`src/rtl/core/rgbhsl_pkg.sv`:
```
`timescale 1ns / 1ps
// ----------------------------------------------------------------------------
// RGB to HSL converter package
// Types, constants and helper functions shared by the converter pipeline.
// ----------------------------------------------------------------------------
package rgbhsl_pkg;

   localparam int unsigned CH_WIDTH    = 8;
   localparam int unsigned HUE_WIDTH   = 15;
   localparam int unsigned SAT_WIDTH   = 17;
   localparam int unsigned LIGHT_WIDTH = 9;
   localparam int unsigned REQ_WIDTH   = 24;
   localparam int unsigned RSP_WIDTH   = 48;

   // One quotient bit is produced per divider stage.
   localparam int unsigned DIV_STEPS = 17;

   localparam logic [CH_WIDTH-1:0]  FULL_SCALE = 8'd255;
   localparam logic [SAT_WIDTH-1:0] SAT_ONE    = 17'd65536;
   localparam logic [HUE_WIDTH-1:0] HUE_LIMIT  = 15'd23040;

   typedef enum logic [2:0] {
      SEXT_RED_MAX_BLUE_MIN   = 3'd0,
      SEXT_GREEN_MAX_BLUE_MIN = 3'd1,
      SEXT_GREEN_MAX_RED_MIN  = 3'd2,
      SEXT_BLUE_MAX_RED_MIN   = 3'd3,
      SEXT_BLUE_MAX_GREEN_MIN = 3'd4,
      SEXT_RED_MAX_GREEN_MIN  = 3'd5
   } sextant_type;

   typedef struct packed {
      logic [CH_WIDTH-1:0] blue;
      logic [CH_WIDTH-1:0] green;
      logic [CH_WIDTH-1:0] red;
   } pixel_type;

   typedef struct packed {
      logic                gray;
      sextant_type         sext;
      logic [CH_WIDTH-1:0] lo;
      logic [CH_WIDTH-1:0] hi;
      logic [CH_WIDTH-1:0] diff;
   } prep_type;

   typedef struct packed {
      logic                 gray;
      sextant_type          sext;
      logic [LIGHT_WIDTH-1:0] light;
      logic [CH_WIDTH-1:0]  hue_div;
      logic [CH_WIDTH-1:0]  hue_rem;
      logic [DIV_STEPS-1:0] hue_acc;
      logic [CH_WIDTH-1:0]  sat_div;
      logic [CH_WIDTH-1:0]  sat_rem;
      logic [DIV_STEPS-1:0] sat_acc;
   } div_stage_type;

   typedef struct packed {
      logic [CH_WIDTH-1:0]  rem;
      logic [DIV_STEPS-1:0] acc;
   } div_step_type;

   typedef struct packed {
      logic [LIGHT_WIDTH-1:0] light;
      logic [SAT_WIDTH-1:0]   sat;
      logic [HUE_WIDTH-1:0]   hue;
   } result_type;

   // The accumulator holds the remaining dividend bits at the top and the
   // quotient bits gathered so far at the bottom.
   function automatic div_step_type div_step(input logic [CH_WIDTH-1:0]  rem,
                                             input logic [DIV_STEPS-1:0] acc,
                                             input logic [CH_WIDTH-1:0]  dvs);
      logic [CH_WIDTH:0] trial;
      logic [CH_WIDTH:0] diff;
      div_step_type      res;
      trial = {rem, acc[DIV_STEPS-1]};
      diff  = trial - {1'b0, dvs};
      if (trial >= {1'b0, dvs}) begin
         res.rem = diff[CH_WIDTH-1:0];
         res.acc = {acc[DIV_STEPS-2:0], 1'b1};
      end else begin
         res.rem = trial[CH_WIDTH-1:0];
         res.acc = {acc[DIV_STEPS-2:0], 1'b0};
      end
      return res;
   endfunction

   // Sextant start angle in degrees times 64.
   function automatic logic [HUE_WIDTH-1:0] hue_base(input sextant_type sext);
      logic [HUE_WIDTH-1:0] base;
      case (sext)
         SEXT_RED_MAX_BLUE_MIN:   base = 15'd0;
         SEXT_GREEN_MAX_BLUE_MIN: base = 15'd3840;
         SEXT_GREEN_MAX_RED_MIN:  base = 15'd7680;
         SEXT_BLUE_MAX_RED_MIN:   base = 15'd11520;
         SEXT_BLUE_MAX_GREEN_MIN: base = 15'd15360;
         SEXT_RED_MAX_GREEN_MIN:  base = 15'd19200;
         default:                 base = 15'd0;
      endcase
      return base;
   endfunction

endpackage

```
`src/rtl/core/rgb_to_hsl_converter.sv`:
```
`timescale 1ns / 1ps
// ----------------------------------------------------------------------------
// RGB to HSL converter
// Converts one 8-bit RGB pixel per clock, unless stalled, into fixed-point
// hue, saturation and lightness, in a pipeline of one quotient bit per stage.
// ----------------------------------------------------------------------------
//  channel | direction | payload
//  req     | in        | tdata = red, green, blue (8 bits each)
//  rsp     | out       | tdata = hue (15), saturation (17), lightness (9)
//
//  One item is accepted per clock while the skid register is empty. The item
//  passes the input register, one stage of channel compares, one stage that
//  forms the dividends, seventeen divider stages of one quotient bit each,
//  and the output register.
//  Reset clears only the valid bits of the pipeline, output and skid register.
//  A stalled result is parked in a skid register; the pipeline freezes only
//  while that register is full.
// ----------------------------------------------------------------------------
module rgb_to_hsl_converter (
   input  logic        clock,
   input  logic        reset,
   input  logic        req_tvalid,
   output logic        req_tready,
   // Fields from bit 0 up: red, green, blue.
   input  logic [23:0] req_tdata,
   output logic        rsp_tvalid,
   input  logic        rsp_tready,
   // Fields from bit 0 up: hue, saturation, lightness, zero fill.
   output logic [47:0] rsp_tdata
);

   localparam int unsigned STEPS = rgbhsl_pkg::DIV_STEPS;

   logic                    en;
   logic                    in_vld_ff;
   rgbhsl_pkg::pixel_type   in_ff;
   logic                    prep_vld_ff;
   rgbhsl_pkg::prep_type    prep_ff;
   rgbhsl_pkg::prep_type    prep_in;
   logic [STEPS:0]          div_vld_ff;
   rgbhsl_pkg::div_stage_type div_ff [STEPS+1];
   rgbhsl_pkg::div_stage_type div_in [STEPS+1];
   rgbhsl_pkg::result_type  result_in;
   rgbhsl_pkg::result_type  out_ff;
   rgbhsl_pkg::result_type  skid_ff;
   logic                    out_vld_ff;
   logic                    skid_vld_ff;

   assign en         = !skid_vld_ff;
   assign req_tready = en;
   assign rsp_tvalid = out_vld_ff;
   assign rsp_tdata  = {7'd0, out_ff};

   always_ff @(posedge clock) begin
      if (reset) begin
         in_vld_ff   <= 1'b0;
         prep_vld_ff <= 1'b0;
         div_vld_ff  <= '0;
      end else if (en) begin
         in_vld_ff   <= req_tvalid;
         prep_vld_ff <= in_vld_ff;
         div_vld_ff  <= {div_vld_ff[STEPS-1:0], prep_vld_ff};
      end
   end

   always_ff @(posedge clock) begin
      if (en) begin
         in_ff   <= req_tdata;
         prep_ff <= prep_in;
      end
   end

   always_comb begin
      logic [7:0] r;
      logic [7:0] g;
      logic [7:0] b;
      logic [7:0] lo;
      logic [7:0] hi;
      r  = in_ff.red;
      g  = in_ff.green;
      b  = in_ff.blue;
      lo = (r < g) ? r : g;
      lo = (lo < b) ? lo : b;
      hi = (r > g) ? r : g;
      hi = (hi > b) ? hi : b;
      prep_in.gray = (r == g) && (g == b);
      prep_in.lo   = lo;
      prep_in.hi   = hi;
      if (b == lo && r == hi) begin
         prep_in.sext = rgbhsl_pkg::SEXT_RED_MAX_BLUE_MIN;
         prep_in.diff = g - lo;
      end else if (b == lo && g == hi) begin
         prep_in.sext = rgbhsl_pkg::SEXT_GREEN_MAX_BLUE_MIN;
         prep_in.diff = hi - r;
      end else if (r == lo && g == hi) begin
         prep_in.sext = rgbhsl_pkg::SEXT_GREEN_MAX_RED_MIN;
         prep_in.diff = b - lo;
      end else if (r == lo && b == hi) begin
         prep_in.sext = rgbhsl_pkg::SEXT_BLUE_MAX_RED_MIN;
         prep_in.diff = hi - g;
      end else if (g == lo && b == hi) begin
         prep_in.sext = rgbhsl_pkg::SEXT_BLUE_MAX_GREEN_MIN;
         prep_in.diff = r - lo;
      end else begin
         prep_in.sext = rgbhsl_pkg::SEXT_RED_MAX_GREEN_MIN;
         prep_in.diff = hi - b;
      end
   end

   // The hue dividend is diff * 3840 and the saturation dividend d * 65536.
   always_comb begin
      logic [7:0]  d;
      logic [8:0]  sum;
      logic [8:0]  sum_gap;
      logic [19:0] hue_num;
      d       = prep_ff.hi - prep_ff.lo;
      sum     = {1'b0, prep_ff.lo} + {1'b0, prep_ff.hi};
      sum_gap = (sum >= {1'b0, rgbhsl_pkg::FULL_SCALE}) ?
                (sum - {1'b0, rgbhsl_pkg::FULL_SCALE}) :
                ({1'b0, rgbhsl_pkg::FULL_SCALE} - sum);
      hue_num = {prep_ff.diff, 12'd0} - {4'd0, prep_ff.diff, 8'd0};
      div_in[0].gray    = prep_ff.gray;
      div_in[0].sext    = prep_ff.sext;
      div_in[0].light   = sum;
      div_in[0].hue_div = d;
      div_in[0].hue_rem = {5'd0, hue_num[19:17]};
      div_in[0].hue_acc = hue_num[16:0];
      div_in[0].sat_div = rgbhsl_pkg::FULL_SCALE - sum_gap[7:0];
      div_in[0].sat_rem = {1'b0, d[7:1]};
      div_in[0].sat_acc = {d[0], 16'd0};
   end

   always_ff @(posedge clock) begin
      if (en) begin
         div_ff[0] <= div_in[0];
      end
   end

   for (genvar k = 1; k <= STEPS; k++) begin : g_div
      rgbhsl_pkg::div_step_type hue_step;
      rgbhsl_pkg::div_step_type sat_step;

      always_comb begin
         hue_step = rgbhsl_pkg::div_step(div_ff[k-1].hue_rem, div_ff[k-1].hue_acc,
                                         div_ff[k-1].hue_div);
         sat_step = rgbhsl_pkg::div_step(div_ff[k-1].sat_rem, div_ff[k-1].sat_acc,
                                         div_ff[k-1].sat_div);
         div_in[k]         = div_ff[k-1];
         div_in[k].hue_rem = hue_step.rem;
         div_in[k].hue_acc = hue_step.acc;
         div_in[k].sat_rem = sat_step.rem;
         div_in[k].sat_acc = sat_step.acc;
      end

      always_ff @(posedge clock) begin
         if (en) begin
            div_ff[k] <= div_in[k];
         end
      end
   end

   always_comb begin
      result_in.light = div_ff[STEPS].light;
      if (div_ff[STEPS].gray) begin
         result_in.hue = '0;
         result_in.sat = '0;
      end else begin
         result_in.hue = rgbhsl_pkg::hue_base(div_ff[STEPS].sext) +
                         {3'd0, div_ff[STEPS].hue_acc[11:0]};
         result_in.sat = div_ff[STEPS].sat_acc;
      end
   end

   always_ff @(posedge clock) begin
      if (reset) begin
         out_vld_ff  <= 1'b0;
         skid_vld_ff <= 1'b0;
      end else if (!out_vld_ff || rsp_tready) begin
         out_vld_ff  <= skid_vld_ff || div_vld_ff[STEPS];
         skid_vld_ff <= 1'b0;
      end else if (en && div_vld_ff[STEPS]) begin
         skid_vld_ff <= 1'b1;
      end
   end

   always_ff @(posedge clock) begin
      if (!out_vld_ff || rsp_tready) begin
         out_ff <= skid_vld_ff ? skid_ff : result_in;
      end else if (en && div_vld_ff[STEPS]) begin
         skid_ff <= result_in;
      end
   end

`ifndef SYNTHESIS
   a_skid_needs_out: assert property (@(posedge clock) disable iff (reset)
      skid_vld_ff |-> out_vld_ff)
      else $error("skid register holds an item while the output is empty");

   a_sat_range: assert property (@(posedge clock) disable iff (reset)
      out_vld_ff |-> (out_ff.sat <= rgbhsl_pkg::SAT_ONE))
      else $error("saturation above one");

   a_hue_range: assert property (@(posedge clock) disable iff (reset)
      out_vld_ff |-> (out_ff.hue < rgbhsl_pkg::HUE_LIMIT))
      else $error("hue at or above 360 degrees");

   a_gray_hue: assert property (@(posedge clock) disable iff (reset)
      (out_vld_ff && out_ff.sat == '0) |-> (out_ff.hue == '0))
      else $error("zero saturation with nonzero hue");
`endif

endmodule

```
`config.mk`:
```
export PLATFORM = sky130hd
export DESIGN_NAME = rgb_to_hsl_converter
export DESIGN_NICKNAME = d
export VERILOG_FILES = /design/src/rtl/core/rgbhsl_pkg.sv /design/src/rtl/core/rgb_to_hsl_converter.sv
export SDC_FILE = /design/constraint.sdc
export NUM_CORES = 2
export LEC_CHECK = 0
export ABC_AREA = 1
export BUFFER_PORTS_ARGS = -buffer_cell sky130_fd_sc_hd__buf_2
export CORE_AREA = 2 2 279 487
export CTS_CLUSTER_DIAMETER = 100
export DETAILED_ROUTE_END_ITERATION = 10
export DIE_AREA = 0 0 281 489
export SLEW_MARGIN = 20
export SYNTH_ARGS = -nofsm -noshare
export SYNTH_HDL_FRONTEND = slang
export SYNTH_SLANG_ARGS = --single-unit
```
`constraint.sdc`:
```
create_clock -name clock -period 76.3 [get_ports clock]
set_input_delay 7.63 -clock clock [delete_from_list [all_inputs] [get_ports clock]]
set_output_delay 7.63 -clock clock [all_outputs]
set_load 0.05 [all_outputs]
```
==> metrics.txt <==
worst path setup slack after routing=66.33 ns; minimum clock period=9.97 ns; final antenna-violating net count=0; arrival time at the worst endpoint=between 2 and 2.5 ns; end of the worst register-to-register path=prep_ff[7]; effective utilization at floorplan=between 30% and 40%; cell area after technology mapping=approximately 53,000 sq um; hold violation total from the final report=0; capture endpoint of the worst hold path=div_ff[7][74]; pin count of the biggest net entering global routing=148; Worst Hold Class=register to register; Worst setup EP type=output pin; remaining routing DRC violations=0; clock buffer depth=3; power dissipated by switching net loads=around 1.1 mW; required time at the worst-slack endpoint=68.67 ns; most common cell in the synthesized netlist=sky130_fd_sc_hd__edfxtp_1; setup repair after global routing missed its margin=no; async set or reset register ratio after synthesis=0%; net switching share of the total power=a little over a third; Worst R2R Setup Slack=roughly 70 ns; post-route design area=between 50,000 and 60,000 sq um; clock edge transition at the registers on the reported setup and hold paths=0.07 ns; Slew Limit Fails=0; internal portion of total power=between 1.5 and 2 mW; max-capacitance violation count=0; leak pwr=between 20 and 25 nW; number of library cell types mapped by synthesis=55; layout net count=between 4,000 and 5,000; Avg Synthesized Cell Area=12.3 sq um; global router's overall resource usage=~14%; via count of the first global-routing pass=roughly 32,000; power density relative to cell area=48.7 nW/um^2; area share of the largest cell type after synthesis=64.6%; leading register cell type out of synthesis=sky130_fd_sc_hd__edfxtp_1; layout overhead on the synthesized area=11.7%; setup violators final=0; flops & latches, synth=between 1,000 and 1,500; Crit Path Class=register to output pin; total number of vias=around 30,000; wire length after detailed routing=about 97,000 um; buffers inserted by post-CTS timing repair=0; number of rows created at floorplan=about 180; dpl ws=67.02 ns; number of instances resized during post-cts repair=0; CTS Root Buffer Type=sky130_fd_sc_hd__clkbuf_16; launch instance of the worst min-delay path=div_ff[6][74]; highest ir drop seen on vdd=0.0205 mV; highest attainable clock frequency=between 0.1 and 0.15 GHz; cells on worst reg2reg path=31; count of flip-flops with a built-in enable after synthesis=~1,100; sequential area share after synthesis=65.4%; ranking of synthesized cells by instance count=1,141 x sky130_fd_sc_hd__edfxtp_1, 617 x sky130_fd_sc_hd__inv_1, 579 x sky130_fd_sc_hd__nand2_1; core outline area=134,000 sq um; status=finished clean; hold depth=0; Cell Count, Final, Fillers Out=around 6,400; Horiz. Die Dim=roughly 280 um; clock share of power=19.0%; Num CTS Buffers=106; number of I/O pins=78; gp weighted congestion=around 0.96; share of layout cells above drive strength 1=7.11%; port bufs=70; DR pass1 iterations=5; Gate power share=a little under two fifths; relative slew slack=between 20% and 30%; wire length of the first global-routing pass=between 150,000 and 200,000 um; Worst Tran Pin Value=1.05 ns; overall overflow remaining after global route=0; Vert. Die Dim=489 um; startpoint kind of the worst setup timing path=register; routed via count divided by cell count=4.79; CTS tree=yes; placed instance count=6,155; area of the die=between 100,000 and 150,000 sq um; start of the worst register-to-register path=in_ff[15]; library cell occupying the most area in the post-synthesis netlist=sky130_fd_sc_hd__edfxtp_1; synthesis warning total=0; top cells by area, synth=sky130_fd_sc_hd__edfxtp_1 65%, sky130_fd_sc_hd__ha_1 8.4%, sky130_fd_sc_hd__inv_1 4.4%; Post-Synthesis Cells=4,317; fraction of the core area covered by cells at the end of the flow=44.2%; proportion of power drawn by flip-flops and latches=a little over two fifths; DP HPWL=71,700 um; total negative setup slack=0 ns; starting DRC count in detailed routing=about 1,400; critical path peak fanout=65; final worst path period share=13.1%; CTS HTree Levels=3; hold-fix buffers at CTS=0; Placed Instance Area=55,600 sq um; clock latency reported for the late side of the worst-skew pair=roughly 0.7 ns; Routed WL per cell=between 15 and 20 um; worst clock skew=around 0.064 ns; clock sinks=roughly 1,200; initial antenna violation count=1
-- per-stage QoR --
step / power [mW] / hold slack, ns
after global routing: 3.11 / 0.360
after global placement: 2.31 / 0.400
after CTS: 2.92 / 0.355
final: 2.88 / 0.363
after detailed placement: 2.36 / 0.405
after floorplan: 2.05 / 0.400
-- sequential cells by signal, indices dropped and copies added (netlist names), named ones only --
signal       count
div_in           4
skid_ff         41
prep_vld_ff      1
div_vld_ff      18
in_vld_ff        1
div_ff        1006
rsp_tvalid       1
in_ff           24
skid_vld_ff      1
prep_ff         24
rsp_tdata       41
-- cell families after synthesis --
| family | count (synthesis) | share of synthesized area, % |
|---|---|---|
| AND/OR/NAND/NOR | 1204 | 9.50 |
| XOR/XNOR | 211 | 3.50 |
| adder cells (fa/ha/maj) | 397 | 9.95 |
| AO/OA/AOI/OAI | 646 | 6.59 |
| buffers and inverters | 694 | 4.99 |
| multiplexers | 1 | 0.0212 |
| flip-flops | 1163 | 65.4 |
| other | 1 | 0.00707 |
-- power groups by stage --
| stage | clock network [mW] | logic [mW] | registers (mW) |
|---|---|---|---|
| after global placement | 0 | 1.08 | 1.23 |
| after CTS | 0.565 | 1.12 | 1.23 |
| final | 0.548 | 1.11 | 1.23 |
| after global routing | 0.588 | 1.26 | 1.26 |
| after detailed placement | 0 | 1.12 | 1.25 |
| after floorplan | 0 | 0.818 | 1.23 |
-- worst max-delay path: stages, from the launching register on --
cell and delay [ns]:
sky130_fd_sc_hd__dfxtp_2 0.32, sky130_fd_sc_hd__buf_4 0.54, sky130_fd_sc_hd__inv_8 0.32, sky130_fd_sc_hd__buf_2 0.35
-- layer usage --
metal / up-vias / global-route usage, % / share of wire [%]
met3: 289 / 1.83 / 2.7
met2: 460 / 31.2 / 61
met5: - / 0 / 0
met4: 0 / 9.96 / 6.8
met1: 14500 / 10.8 / 29
li1: 15200 / - / -
-- layout make-up --
| class | count | area, sq um |
|---|---|---|
| Antenna cell | 1 | 2.50 |
| Clock buffer | 115 | 2710 |
| Clock inverter | 86 | 930 |
| Fill cell | 12100 | 74600 |
| Inverter | 632 | 2380 |
| Multi-Input combinational cell | 2467 | 15700 |
| Sequential cell | 1163 | 34700 |
| Tap cell | 1800 | 2250 |
| Timing Repair Buffer | 93 | 539 |
-- worst max path at each step --
stage / start / to / slack, ns / depth (start not counted)
2_1_floorplan: skid_vld_ff / req_tready / 39.21 / 2
3_3_place_gp: skid_vld_ff / req_tready / 67.03 / 3
3_5_place_dp: skid_vld_ff / req_tready / 67.02 / 3
4_1_cts: skid_vld_ff / req_tready / 66.22 / 3
5_1_grt: skid_vld_ff / req_tready / 66.17 / 3
6_report: skid_vld_ff / req_tready / 66.33 / 3
-- layout by cell type (no fill, tap or decap), drive strengths merged, types with 8 or more instances in the layout --
| cell | count |
|---|---|
| nand3 | 92 |
| dfxtp | 22 |
| clkinv | 56 |
| edfxtp | 1141 |
| nor3 | 48 |
| a211oi | 17 |
| nand2 | 601 |
| xor2 | 158 |
| inv | 635 |
| conb | 8 |
| nand4 | 38 |
| ha | 356 |
| bufinv | 14 |
| a21oi | 274 |
| nor2 | 408 |
| clkinvlp | 13 |
| o31ai | 21 |
| a31oi | 15 |
| fa | 41 |
| buf | 93 |
| o22ai | 9 |
| a311oi | 8 |
| o21ai | 269 |
| xnor2 | 53 |
| o21bai | 11 |
| clkbuf | 115 |
| nor4 | 10 |
(Power assumes the default switching activity.)
